--- src/hw/rtl/pss_pkg.sv ---
// Shared types and codes for the positional sequence store.
`timescale 1ns / 1ps

package pss_pkg;

  // Widest slot index for the largest supported capacity (64 slots).
  localparam int IDX_W = 6;

  typedef enum logic [2:0] {
    ACT_INS_FRONT = 3'd0,
    ACT_INS_BACK  = 3'd1,
    ACT_INS_AT    = 3'd2,
    ACT_DEL_FRONT = 3'd3,
    ACT_DEL_BACK  = 3'd4,
    ACT_DEL_AT    = 3'd5,
    ACT_READ_FWD  = 3'd6,
    ACT_READ_REV  = 3'd7
  } action_t;

  typedef enum logic [2:0] {
    ST_OK     = 3'd0,
    ST_BELOW  = 3'd1,
    ST_BEYOND = 3'd2,
    ST_EMPTY  = 3'd3,
    ST_FULL   = 3'd4
  } status_t;

  typedef enum logic {
    FSM_IDLE = 1'b0,
    FSM_READ = 1'b1
  } fsm_t;

  // Broadcast to every cell: shift request and the slot it starts at.
  typedef struct packed {
    logic             ins;
    logic             del;
    logic [IDX_W-1:0] idx;
  } cell_ctrl_t;

endpackage

--- src/hw/rtl/pss_cell.sv ---
// One storage cell of the sequence chain.
`timescale 1ns / 1ps

module pss_cell #(
  parameter int CELL_IDX = 0
) (
  input  logic                clk,
  input  pss_pkg::cell_ctrl_t ctrl,
  input  logic signed [31:0]  new_value,
  input  logic signed [31:0]  left_value,
  input  logic signed [31:0]  right_value,
  output logic signed [31:0]  value
);

  localparam logic [pss_pkg::IDX_W-1:0] MY_IDX = pss_pkg::IDX_W'(CELL_IDX);

  // Take the new value at the insert slot, open a gap behind it, or close one.
  always_ff @(posedge clk) begin
    if (ctrl.ins) begin
      if (MY_IDX == ctrl.idx) begin
        value <= new_value;
      end else if (MY_IDX > ctrl.idx) begin
        value <= left_value;
      end
    end else if (ctrl.del && (MY_IDX >= ctrl.idx)) begin
      value <= right_value;
    end
  end

endmodule

--- src/hw/rtl/positional_sequence_store_core.sv ---
// Top level of the positional sequence store: cell chain, control and result register.
`timescale 1ns / 1ps

// Ordered store of up to CAPACITY signed 32-bit values held in a row of cells,
// slot 0 at the front. On an insert or delete every cell behind the
// affected slot copies its neighbour in the same edge, and one result with last
// set is registered. A forward or reverse read then streams one value per cycle
// while the result register is free (up to 16 values) from the cell chosen by a
// read counter, last on the final one; a read of an empty store gives one result
// with status empty. The input is refused while a read is streaming or while the
// result register is still occupied and not being taken, so a read of a non-empty
// store blocks the input until its last value is registered. Stored values have
// no reset; only the state, count, result valid and read counters are cleared.
module positional_sequence_store_core #(
  parameter int CAPACITY = 16
) (
  input  logic        clk,
  input  logic        rst,
  input  logic        s_tvalid,
  output logic        s_tready,
  input  logic [39:0] s_tdata,   // value[31:0], position[36:32], zero pad[39:37]
  input  logic [2:0]  s_tuser,   // action[2:0]
  output logic        m_tvalid,
  input  logic        m_tready,
  output logic [39:0] m_tdata,   // read_value[31:0], length[36:32], zero pad[39:37]
  output logic [2:0]  m_tuser,   // status[2:0]
  output logic        m_tlast
);

  localparam int CW   = $clog2(CAPACITY + 1);
  localparam int IW   = $clog2(CAPACITY);
  localparam int XW   = pss_pkg::IDX_W;
  localparam int MAXR = (CAPACITY < 16) ? CAPACITY : 16;
  localparam int PW   = ((CW > 5) ? CW : 5) + 1;

  logic signed [31:0] vals [CAPACITY];

  pss_pkg::fsm_t       state, state_next;
  logic [CW-1:0]       count, count_next;
  logic [CW-1:0]       rd_k, rd_k_next;
  logic [CW-1:0]       rd_n, rd_n_next;
  logic                rd_rev, rd_rev_next;
  logic                out_valid, out_valid_next;
  pss_pkg::status_t    out_status, out_status_next;
  logic signed [31:0]  out_value, out_value_next;
  logic                out_last, out_last_next;
  logic [4:0]          out_len, out_len_next;

  pss_pkg::cell_ctrl_t ctrl;
  pss_pkg::action_t    act;
  logic signed [31:0]  in_value;
  logic [4:0]          in_pos;
  logic [PW-1:0]       pos_w, count_w;
  logic                slot_free, accept;
  logic [CW-1:0]       rd_slot_w;
  logic [IW-1:0]       rd_slot;

  assign act       = pss_pkg::action_t'(s_tuser);
  assign in_value  = s_tdata[31:0];
  assign in_pos    = s_tdata[36:32];
  assign pos_w     = PW'(in_pos);
  assign count_w   = PW'(count);

  // The result register is free when empty or being taken this cycle.
  assign slot_free = !out_valid || m_tready;
  assign s_tready  = (state == pss_pkg::FSM_IDLE) && slot_free;
  assign accept    = s_tvalid && s_tready;

  // Read address: count up from the front, or down from the back.
  assign rd_slot_w = rd_rev ? (count - CW'(1) - rd_k) : rd_k;
  assign rd_slot   = IW'(rd_slot_w);

  // The chain: each cell sees its neighbours; the ends see themselves.
  for (genvar i = 0; i < CAPACITY; i++) begin : g_cell
    pss_cell #(
      .CELL_IDX (i)
    ) u_cell (
      .clk         (clk),
      .ctrl        (ctrl),
      .new_value   (in_value),
      .left_value  (vals[(i == 0) ? 0 : i - 1]),
      .right_value (vals[(i == CAPACITY - 1) ? i : i + 1]),
      .value       (vals[i])
    );
  end

  always_comb begin
    state_next      = state;
    count_next      = count;
    rd_k_next       = rd_k;
    rd_n_next       = rd_n;
    rd_rev_next     = rd_rev;
    out_valid_next  = out_valid && !m_tready;
    out_status_next = out_status;
    out_value_next  = out_value;
    out_last_next   = out_last;
    out_len_next    = out_len;
    ctrl.ins        = 1'b0;
    ctrl.del        = 1'b0;
    ctrl.idx        = '0;

    case (state)
      pss_pkg::FSM_IDLE: begin
        if (accept) begin
          out_valid_next  = 1'b1;
          out_status_next = pss_pkg::ST_OK;
          out_value_next  = '0;
          out_last_next   = 1'b1;
          case (act)
            pss_pkg::ACT_INS_FRONT, pss_pkg::ACT_INS_BACK: begin
              if (count == CW'(CAPACITY)) begin
                out_status_next = pss_pkg::ST_FULL;
              end else begin
                ctrl.ins = 1'b1;
                ctrl.idx = (act == pss_pkg::ACT_INS_FRONT) ? '0 : XW'(count);
              end
            end
            pss_pkg::ACT_INS_AT: begin
              if (in_pos == 5'd0) begin
                out_status_next = pss_pkg::ST_BELOW;
              end else if (pos_w > count_w + PW'(1)) begin
                out_status_next = pss_pkg::ST_BEYOND;
              end else if (count == CW'(CAPACITY)) begin
                out_status_next = pss_pkg::ST_FULL;
              end else begin
                ctrl.ins = 1'b1;
                ctrl.idx = XW'(in_pos - 5'd1);
              end
            end
            pss_pkg::ACT_DEL_FRONT, pss_pkg::ACT_DEL_BACK: begin
              if (count == '0) begin
                out_status_next = pss_pkg::ST_EMPTY;
              end else begin
                ctrl.del = 1'b1;
                ctrl.idx = (act == pss_pkg::ACT_DEL_FRONT) ? '0 : XW'(count - CW'(1));
              end
            end
            pss_pkg::ACT_DEL_AT: begin
              if (count == '0) begin
                out_status_next = pss_pkg::ST_EMPTY;
              end else if (in_pos == 5'd0) begin
                out_status_next = pss_pkg::ST_BELOW;
              end else if (pos_w > count_w) begin
                out_status_next = pss_pkg::ST_BEYOND;
              end else begin
                ctrl.del = 1'b1;
                ctrl.idx = XW'(in_pos - 5'd1);
              end
            end
            pss_pkg::ACT_READ_FWD, pss_pkg::ACT_READ_REV: begin
              if (count == '0) begin
                out_status_next = pss_pkg::ST_EMPTY;
              end else begin
                // Hold the result slot empty; the streaming state fills it.
                out_valid_next = 1'b0;
                state_next     = pss_pkg::FSM_READ;
                rd_k_next      = '0;
                rd_rev_next    = (act == pss_pkg::ACT_READ_REV);
                rd_n_next      = (count > CW'(MAXR)) ? CW'(MAXR) : count;
              end
            end
            default: begin
              out_status_next = pss_pkg::ST_OK;
            end
          endcase
          if (ctrl.ins) begin
            count_next = count + CW'(1);
          end else if (ctrl.del) begin
            count_next = count - CW'(1);
          end
          out_len_next = 5'(count_next);
        end
      end
      pss_pkg::FSM_READ: begin
        // Advance one value per free result slot.
        if (slot_free) begin
          out_valid_next  = 1'b1;
          out_status_next = pss_pkg::ST_OK;
          out_value_next  = vals[rd_slot];
          out_len_next    = 5'(count);
          out_last_next   = (rd_k + CW'(1) == rd_n);
          rd_k_next       = rd_k + CW'(1);
          if (rd_k + CW'(1) == rd_n) begin
            state_next = pss_pkg::FSM_IDLE;
          end
        end
      end
      default: begin
        state_next = pss_pkg::FSM_IDLE;
      end
    endcase
  end

  always_ff @(posedge clk) begin
    if (rst) begin
      state     <= pss_pkg::FSM_IDLE;
      count     <= '0;
      out_valid <= 1'b0;
      rd_k      <= '0;
      rd_n      <= '0;
      rd_rev    <= 1'b0;
    end else begin
      state     <= state_next;
      count     <= count_next;
      out_valid <= out_valid_next;
      rd_k      <= rd_k_next;
      rd_n      <= rd_n_next;
      rd_rev    <= rd_rev_next;
    end
  end

  // Result payload needs no reset.
  always_ff @(posedge clk) begin
    out_status <= out_status_next;
    out_value  <= out_value_next;
    out_last   <= out_last_next;
    out_len    <= out_len_next;
  end

  assign m_tvalid = out_valid;
  assign m_tdata  = {3'b000, out_len, out_value};
  assign m_tuser  = out_status;
  assign m_tlast  = out_last;

endmodule
--- config.mk ---
export PLATFORM = sky130hd
export DESIGN_NAME = positional_sequence_store_core
export DESIGN_NICKNAME = d
export VERILOG_FILES = /design/src/hw/rtl/pss_pkg.sv /design/src/hw/rtl/pss_cell.sv /design/src/hw/rtl/positional_sequence_store_core.sv
export SDC_FILE = /design/constraint.sdc
export NUM_CORES = 2
export LEC_CHECK = 0
export ABC_AREA = 1
export ABC_CLOCK_PERIOD_IN_PS = 7000
export BUFFER_PORTS_ARGS = -buffer_cell sky130_fd_sc_hd__buf_2
export CAP_MARGIN = 20
export CORE_UTILIZATION = 39
export DETAILED_ROUTE_END_ITERATION = 7
export HOLD_SLACK_MARGIN = 0.12
export MAX_ROUTING_LAYER = met4
export PLACE_DENSITY = 0.53
export SKIP_LAST_GASP = 1
export SYNTH_ARGS = -nofsm -noshare
export SYNTH_HDL_FRONTEND = slang
export SYNTH_SLANG_ARGS = --single-unit
export TNS_END_PERCENT = 10
--- constraint.sdc ---
create_clock -name clk -period 7 [get_ports clk]
set_input_delay 1.4 -clock clk [delete_from_list [all_inputs] [get_ports clk]]
set_output_delay 1.4 -clock clk [all_outputs]
set_load 0.05 [all_outputs]
# Yosys cells after proc, flatten, opt, wreduce, memory -nomap -nowiden
# Cells that the tools add are included.
# W data, S select, Z words.
[op_classes]
n_addsub = 7
n_lt_le_gt_ge = 34
n_eq_ne = 43
muxes = 126
n_bitwise = 3
n_reduce_logical = 65
[op_table]
columns = ["operator", "count"]
rows = [
  ["$mux W32", 65],
  ["$bmux W32 S4", 1],
  ["$pmux W32 S2", 1],
  ["$mux W5", 11],
  ["$eq A4 B6 Y1 const A", 8],
  ["$gt A4 B6 Y1 const A", 8],
  ["$ge A4 B6 Y1 const A", 7],
  ["$ne A3 B1 Y1 const B", 14],
  ["$reduce_and A2 Y1", 18],
  ["$reduce_bool A2 Y1", 16],
  ["$mux W7", 4],
  ["$eq A3 B6 Y1 const A", 4],
  ["$ge A3 B6 Y1 const A", 4],
  ["$gt A3 B6 Y1 const A", 4],
  ["$mux W6", 4],
  ["$pmux W6 S4", 1],
  ["$pmux W5 S2", 2],
  ["$logic_and A1 B1 Y1", 18],
  ["$mux W1", 18],
  ["$mux W8", 2],
  ["$mux W3", 5],
  ["$eq A2 B6 Y1 const A", 2],
  ["$eq A3 B3 Y1 const B", 4],
  ["$ge A1 B6 Y1 const A", 2],
  ["34 further kinds", 55],
]
[totals]
ff_bits = 571
inputBits = 47
out_inout_bits = 46
word_cells = 304

# Logic depth before layout (Yosys ltp)
[depth]
word_depth = 13
ltp_mapped = 24

# Hierarchy
# Synthesis repeated with hierarchy kept, for this count alone.
[unflattened]
hier_cells = 6331
area_unflattened_um2 = 42782.3
[by_module_without_submodules]
columns = ["module", "n_inst", "cells_each", "area_each_um2", "seq_area_each_um2"]
rows = [
  ["positional_sequence_store_core", 1, 1781, 9157.5, 1591.5],
  ["pss_cell (g_cell[15].u_cell)", 1, 279, 2150.8, 960.9],
  ["pss_cell (g_cell[6].u_cell)", 1, 288, 2148.3, 960.9],
  ["pss_cell (g_cell[5].u_cell)", 1, 288, 2138.3, 960.9],
  ["pss_cell (g_cell[2].u_cell)", 1, 284, 2107.0, 960.9],
  ["pss_cell (g_cell[10].u_cell)", 1, 286, 2104.5, 960.9],
  ["pss_cell (g_cell[4].u_cell)", 1, 285, 2104.5, 960.9],
  ["pss_cell (g_cell[7].u_cell)", 1, 284, 2103.3, 960.9],
  ["pss_cell (g_cell[8].u_cell)", 1, 284, 2099.5, 960.9],
  ["pss_cell (g_cell[9].u_cell)", 1, 288, 2098.3, 960.9],
  ["pss_cell (g_cell[0].u_cell)", 1, 282, 2095.8, 960.9],
  ["pss_cell (g_cell[12].u_cell)", 1, 284, 2092.0, 960.9],
  ["pss_cell (g_cell[3].u_cell)", 1, 282, 2089.5, 960.9],
  ["pss_cell (g_cell[11].u_cell)", 1, 284, 2084.5, 960.9],
  ["+3 rows", "n/a", "n/a", "n/a", "n/a"],
]

# Least setup slack after synthesis
# OpenSTA, ideal clock, no wires.
[synth_path]
kind = "input port to flip-flop"
startpoint = "in m_tready"
endpoint = "reg g_cell[4].u_cell.value[0] (enable)"
setup_ns = 0.432
arrival_ns = 6.308
required_time_ns = 6.568
slack_ns = 0.261
path_stages = 9
path_buffers = 1
path_cell_list = "nor2_1 > nor2_1 > nand2_1 > inv_1 > buf_2 > nand2_1 > nor2_1 > inv_1 > a21oi_1"
[synth_via]
elab_chain_len = 9
word_cells_on_any_way = 12
cone_classes = "order compare (2); eq/ne (2); mux (2); reduce/logical (6)"
[synth_rtl]
columns = ["element", "line", "rtl"]
rows = [
  ["start: declaration", "positional_sequence_store_core.sv:24", "input logic m_tready,"],
  ["$logic_or A1 B1 Y1 (*)", "positional_sequence_store_core.sv:65", "assign slot_free = !out_valid || m_tready;"],
  ["$logic_and A1 B1 Y1 (*)", "positional_sequence_store_core.sv:66", "assign s_tready = (state == pss_pkg::FSM_IDLE) && slot_free;"],
  ["named net s_tready", "positional_sequence_store_core.sv:20", "output logic s_tready,"],
  ["$logic_and A1 B1 Y1 (*)", "positional_sequence_store_core.sv:67", "assign accept = s_tvalid && s_tready;"],
  ["$mux W8 (*)", "positional_sequence_store_core.sv:104", "if (accept) begin"],
  ["$mux W8 (*)", "positional_sequence_store_core.sv:102", "case (state)"],
  ["$ge A3 B6 Y1", "pss_cell.sv:25", "end else if (ctrl.del && (MY_IDX >= ctrl.idx)) begin"],
  ["$logic_and A1 B1 Y1", "pss_cell.sv:25", ""],
  ["$reduce_bool A2 Y1 (no line)", "n/a", ""],
  ["$reduce_and A2 Y1 (no line) (*)", "n/a", ""],
  ["end signal: assignment", "pss_cell.sv:21", "value <= new_value;"],
  ["end signal: assignment", "pss_cell.sv:23", "value <= left_value;"],
  ["end signal: assignment", "pss_cell.sv:26", "value <= right_value;"],
  ["end: declaration", "pss_cell.sv:12", "output logic signed [31:0] value"],
]
# The timed path passes the listed nets; every way through them passes the cells marked *.
# A chain may end at the register's enable or synchronous reset.

# Worst setup path after layout
[layout_path]
startpoint = "reg count[0]"
endpoint = "reg g_cell[15].u_cell.value[28] (enable)"
[layout_via]
elab_chain_len = 10
word_cells_on_any_way = 29
cone_classes = "add/sub (2); order compare (3); eq/ne (2); mux (19); reduce/logical (3)"
[layout_rtl]
columns = ["element", "line", "rtl"]
rows = [
  ["start: declaration", "positional_sequence_store_core.sv:39", "logic [CW-1:0] count, count_next;"],
  ["start signal: assignment", "positional_sequence_store_core.sv:204", "count <= count_next;"],
  ["$add A5 B1 Y6, or another cell as far along", "positional_sequence_store_core.sv:121", "end else if (pos_w > count_w + PW'(1)) begin"],
  ["$gt A5 B6 Y1, or another cell as far along", "positional_sequence_store_core.sv:121", ""],
  ["$mux W6, or another cell as far along", "positional_sequence_store_core.sv:121", ""],
  ["$mux W6, or another cell as far along", "positional_sequence_store_core.sv:119", "if (in_pos == 5'd0) begin"],
  ["$pmux W6 S4 or $pmux W1 S2 (tied branches)", "positional_sequence_store_core.sv:109", "case (act)"],
  ["$mux W8 (*)", "positional_sequence_store_core.sv:104", ""],
  ["$mux W8 (*)", "positional_sequence_store_core.sv:102", ""],
  ["$gt A4 B6 Y1, or another cell as far along", "pss_cell.sv:22", "end else if (MY_IDX > ctrl.idx) begin"],
  ["$reduce_bool A2 Y1 (no line) or $mux W8 (tied branches)", "n/a", ""],
  ["$reduce_and A2 Y1 (no line) (*)", "n/a", ""],
  ["end signal: assignment", "pss_cell.sv:21", ""],
  ["end signal: assignment", "pss_cell.sv:23", ""],
  ["end signal: assignment", "pss_cell.sv:26", ""],
  ["end: declaration", "pss_cell.sv:12", ""],
]
# Every way passes the cells marked *; elsewhere a longest branch is shown, timed or not. The select of a mux whose other input is x is not followed.

==> results.yml <==
floorplanning:
  num_io_pins: 93
  start_util_pct: 39.4
  core.rowCount: 112
  die_w_um: 309
  die_height_um: 309
  dieArea_sq_um: 95600
  coreArea_sq_um: 93500
grt:
  grt_max_degree: 181
  grt_pass1_vias: 30324
  grt_pass1_wl_um: 195000
  grtUsageTotal_pct: 27.4
  grt.overflow.total: 0
  antenna_found_initial: 0
sta:
  relSlewSlack_pct: 21.1
  rsz0062_at_grt: "no"
  clock_skew_ns: 0.0295
  setup_viol: 0
  fin_crit_ns: 5.49
  hold_slack_ns: 0.476
  hold_viol_final: 0
  tns_ns: 0
  report.final.slew_viol_count: 0
  fin_crit_sh_pct: 78.4
  worstMarginPinSlew_ns: 1.18
  fmax_ghz: 0.182
worst_setup_path:
  crit_path_top_delay_cell: "nor2_4"
  cp.required_ns: 7.32
  cp_cell_sequence: "inv_1, ha_1, inv_1, ha_1, nand2_1, nand2_1, nand2_1, nand2_1, nand2_1, nand2_1, nand2_1, nand2_1, nand2_1, inv_1, nor2_4, inv_8, nor2_4, buf_4"
  cp_top_family: "simple AND/OR/NAND/NOR gates"
  crit_buf_inv: 5
  setup.worst_path.class: "register to register"
  crit_fanout: 113
  slowest_delay_ns: 0.96
  critical_path_arrival_ns: 5.81
  cp_common_cell: "nand2_1"
  worstSetupEndpointType: "register"
  critPathLaunchType: "register"
clock_network:
  cts_setup_buffers: 0
  cts_buffers: 71
  clkSlewWorstSetupHoldPaths_ns: 0.06
  clockBufferDepth: 3
  h-tree-depth: 3
  tritoncts: "built"
  cts-resized-gates: 0
  clockRootBuffer: "clkbuf_16"
  clock-sinks: 571
  hold_buffers: 0
  clk_latency_ns: 0.65
drt:
  antenna_left: 0
  wl_per_cell_um: 21.1
  via_count: 33290
  via_per_inst: 5.45
  drtPass1Iterations: 8
  drt_wl_total_um: 129000
  post-route-drc-count: 0
  initialDrtViolationCount: 4127
run:
  maxCapViolations: 0
layout:
  finalNetCount: 4857
  area_growth_pct: 9.22
  ff_latch_area_sq_um: 17000
  multi_input_area_sq_um: 16400
  drive_gt1_share_pct: 7.92
  fill_cells: 9563
  fin_cells: 6103
  insertedDiodeCount: 0
logic_synthesis:
  synth_top_cell_area_share_pct: 45.1
  synth-simple-area-share_pct: 33.3
  synthCells: 4952
  synth-xor-area-share_pct: 0.309
  seq_area_frac_synth_pct: 46.1
  synth_top_family_by_area: "simple AND/OR/NAND/NOR gates"
  netlist_top_cells_area: "edfxtp_1 (45%), nand2_1 (15%), nand3_1 (12%)"
  yosys.area_share.adder_pct: 0.632
  muxShareOfSynthArea_pct: 1.96
  netlist_area_sq_um: 36800
  yosysUniqueCellTypes: 41
  synth_compound_area_share_pct: 7.71
  async_reset_ff_share_pct: 0
  synth_seq_cells: 571
  synth_flop_cell: "edfxtp_1"
  synth-warning-count: 0
  synth_area_per_cell_sq_um: 7.43
  synth_edf_count: 553
  yosys.area.top_type: "edfxtp_1"
power_and_ir_drop:
  peakVddDrop_uv: 151
  power-per-cell-area_nw_per_um2: 255
  finalPower_w: 0.0103
  leakage_nw: 18.0
run_status:
  outcome: "finished clean"
placement:
  gp_congestion: 0.863
  dpl.hpwl_um: 76600
  dp.cells: 5972
  io_buffers: 86
worst_hold_path:
  hp-class: "register to register"
-- synth_stat cells, types with 8 or more instances --
master    count
clkbuf_1    208
a21oi_1      29
o21ai_1      15
buf_1        19
buf_2       141
o21bai_1     32
o21ai_0     236
nand3_1     919
ha_1         17
nand2_1    1483
mux2_2       64
nor2_1      490
dfxtp_1      18
xor2_1       11
o32ai_1     128
inv_2         8
edfxtp_1    553
inv_1       506
buf_4        25
-- kinds of logic (layout without fill, tap and decap cells) --
group	after synthesis	in the layout
muxes	64	64
AOI/OAI and AO/OA	450	450
xor gates and xnor gates	13	13
adders and majority gates	18	18
and+or+nand+nor	2927	2927
buffers and inverters	908	803
DFF	571	571
other	1	3
-- worst min-delay path: stages, from the launching register on --
cell and delay, ns:
dfxtp_1 0.31, nand2_1 0.06, a21oi_1 0.05
-- final cells by class --
class,count,share of cell area (%)
clock buffer,89,4.64
timing repair buffer,159,2.73
tap,1254,3.90
clock inverter,41,0.924
multi-input combinational,3475,40.8
inverter,514,4.84
sequential,571,42.2
-- routing by layer --
| layer | track usage (%) | share of wire, % |
|---|---|---|
| met4 | 5.70 | 1.7 |
| met3 | 4.55 | 8.7 |
| met2 | 39.7 | 43 |
| met1 | 39.8 | 46 |
| met5 | - | 0 |
-- per-stage QoR --
stage | util [%] | setup WS, ns | instance area [sq um]
final | 43.0 | 1.51 | 40200
after global routing | 43.0 | 1.22 | 40200
after CTS | 43.0 | 1.54 | 40200
after detailed placement | 40.6 | 1.33 | 38000
after global placement | 40.6 | 1.36 | 37900
after floorplan | - | 0.261 | 36800
-- state kept, by name, summed over array words and instances (netlist names) --
register and count:
m_tuser 3, out_len 5, m_tlast 1, count 5, m_tvalid 1, out_value 32
state 1, rd_rev 1, rd_n 5, rd_k 5, g_cell.u_cell.value 512
-- report_power, final --
group / total (W) / switching [W] / internal (W) / leakage (nW)
clock: 0.00369 / 0.00161 / 0.00209 / 1.10
sequential: 0.00443 / 0.000229 / 0.00420 / 5.29
combinational: 0.00215 / 0.00153 / 0.000615 / 11.6
total: 0.0103 / 0.00337 / 0.00690 / 18.0
-- worst paths after layout --
check	from	endpoint	slack, ns	depth (start not counted)
setup reg to reg	count[0]	g_cell[15].u_cell.value[28]	1.51	18
setup / recovery	count[0]	g_cell[15].u_cell.value[28]	1.51	18
hold reg to reg	rd_n[1]	rd_n[1]	0.48	2
hold / removal	rd_n[1]	rd_n[1]	0.48	2
-- placed cells by master, fill, tap and decap left out, types with 21 or more instances in the layout --
cell       instances
nor2_1           477
o32ai_1          128
o21bai_1          32
nor2_4            21
nand2_1         1478
inv_1            504
mux2_2            64
edfxtp_1         553
clkbuf_16         71
buf_2             86
nand3_1          916
a21oi_1           28
buf_4             64
o21ai_0          233
No activity file was read; power rests on OpenSTA's default activity.
